## config.mk

```make
export PLATFORM = sky130hd
export DESIGN_NAME = bpa_ram
export DESIGN_NICKNAME = d
export VERILOG_FILES = /design/src/bpa_ram.sv
export SDC_FILE = /design/constraint.sdc
export NUM_CORES = 2
export LEC_CHECK = 0
export ABC_AREA = 1
export BUFFER_PORTS_ARGS = -buffer_cell sky130_fd_sc_hd__buf_2
export CAP_MARGIN = 20
export CORE_UTILIZATION = 55
export DETAILED_ROUTE_END_ITERATION = 12
export PLACE_DENSITY = 0.73
export REMOVE_ABC_BUFFERS = 1
export SYNTH_ARGS = -nofsm -noshare
export SYNTH_HDL_FRONTEND = slang
export SYNTH_SLANG_ARGS = --single-unit
```

## constraint.sdc

```tcl
create_clock -name clk -period 2.1 [get_ports clk]
set_input_delay 0.315 -clock clk [delete_from_list [all_inputs] [get_ports clk]]
set_output_delay 0.315 -clock clk [all_outputs]
set_load 0.02 [all_outputs]
```

## src/bpa_ram.sv

```systemverilog
// Generic single-write, single-read RAM with registered read data.
// Depends on nothing.
`timescale 1ns / 1ps

module bpa_ram #(
	parameter int W = 8,
	parameter int D = 256
) (
	input  logic                 clk,
	input  logic                 we,
	input  logic [$clog2(D)-1:0] waddr,
	input  logic [W-1:0]         wdata,
	input  logic [$clog2(D)-1:0] raddr,
	output logic [W-1:0]         rdata
);

	logic [W-1:0] mem [0:D-1];

	always_ff @(posedge clk) begin
		if (we) mem[waddr] <= wdata;
		rdata <= mem[raddr];
	end

endmodule

```

==> metrics.yaml <==
status:
  outcome: "completed"
power_and_ir_drop:
  p_leak_nw: 34.7
  swShare: 0.224
  peakVddDrop_mv: 0.870
  internal-power_mw: 67.0
  p_per_area_nw_per_um2: 893
  power_mw: 86.4
  power_frac_comb: 0.067
  p_seq_frac: 0.524
  power_frac_clock: 0.409
  switchingPower_mw: 19.3
floorplan:
  io_pins: 34
  start_util: 0.555
  core_area_um2: 150000
  die_area_um2: 153000
  row_count: 142
  die_x_um: 391
  dieHeight_um: 391
synth:
  seq_area_frac_synth: 0.739
  synth_top_area_share: 0.737
  synth_cell_type_count: 14
  ys_ff_latch: 2056
  synth.area.top_cells: "edfxtp_1 74%, nand3_1 12%, nand2_1 9.6%, buf_2 1.6%, nor2_1 1.3%"
  synthCells: 7003
  synth_top_area_cell: "edfxtp_1"
  yosys_warnings: 0
  avgSynthCellArea_um2: 11.9
  synth_area_um2: 83400
global_route:
  grt.overflow.total: 0
  grt_pass1_vias: 54823
  gr-usage-all-layers: 0.295
  grt_max_degree: 91
  antenna_found_initial: 7
  grt_pass1_wl_mm: 337
cts:
  post-cts-setup-buffers: 0
  cts_tree: "done"
  clock-root-buffer: "clkbuf_16"
  path_clk_slew_ns: 0.07
  clk-insertion-delay-late_ns: 0.84
  clockBufferDepth: 3
  cts_num_sinks: 2056
  cts_buffers: 195
  h-tree-depth: 4
route:
  viasPerCell: 6.02
  wl_per_cell_um: 23.6
  dr.pass1.iters: 7
  num_vias: 57536
  ant_nets: 0
  drt-total-wl_mm: 226
  drc_errors: 0
  drt-initial-drc-count: 7717
critical_path:
  critPathLaunchType: "primary input"
  crit_arrival_ns: 2.79
  regToRegSetupSlack_ns: 0.14
  critPathMostFrequentCell: "nand3_1"
  max_stage_delay_ns: 0.33
  crit_chain: "buf_8 -> inv_16 -> buf_12 -> buf_12 -> buf_4 -> nand2_1 -> nand3_1 -> nand3_1 -> nand3_1 -> nand3_1 -> nand3_1 -> nand3_1 -> nand2_1 -> nand2_1 -> nand2_1"
  cp_slowest_cell: "nand3_1"
  critPathMaxFanout: 28
  worstPathRequired_ns: 2.86
  crit_path_end_kind: "flip-flop"
  critPathKind: "primary input to flip-flop"
sta:
  worstMarginPinSlew_ns: 0.608
  tns_ns: 0
  period_needed_ns: 2.03
  fmax_mhz: 493
  finalSetupViolCount: 0
  setup_ws_ns: 0.0701
  slew_violations: 0
  rsz0062_at_grt: "false"
  hold_viol_final: 0
  relSlewSlack: 0.595
  skew_ns: 0.0268
  post-route-period-util: 0.967
finish:
  fillers: 10606
  fin_nets: 7398
  multi_input_area_um2: 19100
  fin_util: 0.644
  drive_above_1_share: 0.126
  regArea_um2: 61700
  syn_to_final_growth_pct: 16.0
placement:
  portBuffers: 33
  routabilityCongestion: 0.926
  pre_cts_ws_ns: -0.647
  dp_hpwl_mm: 137
worst_hold_path:
  hp-class: "primary input to flip-flop"
run:
  drv_cap: 0
==> final cells by class <==
cell class              count  area share
flip-flops and latches   2056       0.637
multi-input cells        4425       0.198
repair buffers            655      0.0704
clock buffers             244      0.0539
well taps                2016      0.0261
clock inverters           122      0.0124
inverters                  39     0.00186
diodes                      5    0.000129
==> cell usage in the layout (no fill, tap or decap), types with 30 or more instances in the layout <==
cell and count:
nand3_1 2019, nand2_1 2121, clkinv_2 48, buf_4 469
nor2_1 283, inv_1 34, clkbuf_16 198, clkbuf_1 37
clkinv_1 30, buf_12 147, edfxtp_1 2048
==> path summary, 6_finish.rpt <==
check | startpoint | endpoint | depth (start not counted)
max | raddr[0] | rdata[6]$_DFF_P_ | 15
min | wdata[0] | mem[44][0]$_DFFE_PP_ | 2
max reg2reg | mem[171][6]$_DFFE_PP_ | rdata[6]$_DFF_P_ | 10
min reg2reg | mem[244][0]$_DFFE_PP_ | rdata[0]$_DFF_P_ | 10
==> state kept, by name (all words and copies together) (netlist names) <==
signal and cells:
rdata 8, mem 2048
==> critical path, delay by kind of cell <==
family                 cells  cell delay, ns
and+or+nand+nor           10            1.41
buffers and inverters      5            0.97
==> timing repair <==
item	4_1_cts	5_1_grt
hold endpoints to repair	239	0
hold buffers	8	0
gates resized for setup	0	0
==> layer usage <==
layer  track usage  vias to the layer above  part of all wire
li1              -                    25632                 -
met3        0.0685                      551              0.12
met1         0.404                    27784              0.37
met2         0.461                     3567              0.47
met4         0.117                        2             0.039
met5             0                        -          0.000058
==> cells in the mapped netlist <==
master,count
edfxtp_1,2048
buf_1,40
inv_2,2
nand2_1,2123
inv_1,36
dfxtp_1,8
buf_6,16
clkbuf_1,112
nor2_1,283
buf_8,1
buf_4,46
buf_2,268
inv_4,1
nand3_1,2019
==> cell families (layout without fill, tap and decap cells) <==
logic type / count (synthesis) / count (layout) / synth area share
simple gates: 4425 / 4425 / 0.229
other cells: 0 / 5 / 0
flops: 2056 / 2056 / 0.739
buf+inv: 522 / 1060 / 0.0312
==> power groups by stage <==
| stage | combinational [mW] | clock, mW | sequential [mW] |
|---|---|---|---|
| 3_3_place_gp | 5.54 | 0 | 46.1 |
| 3_5_place_dp | 5.64 | 0 | 46.1 |
| 6_report | 5.78 | 35.3 | 45.3 |
| 2_1_floorplan | 2.39 | 0 | 46.2 |
| 4_1_cts | 5.69 | 35.5 | 45.3 |
| 5_1_grt | 6.16 | 37.0 | 45.2 |
==> through the flow <==
step                      hold WS [ns]  std cells  cell area (um^2)
after global placement           0.602       9183             90200
after detailed placement         0.603       9183             90200
final                          0.00446       9562             96700
after CTS                      0.00562       9557             96700
after floorplan                  0.414       6520             80900
after global routing            0.0134       9557             96700
Note: power is estimated with default switching activity, not from simulation.
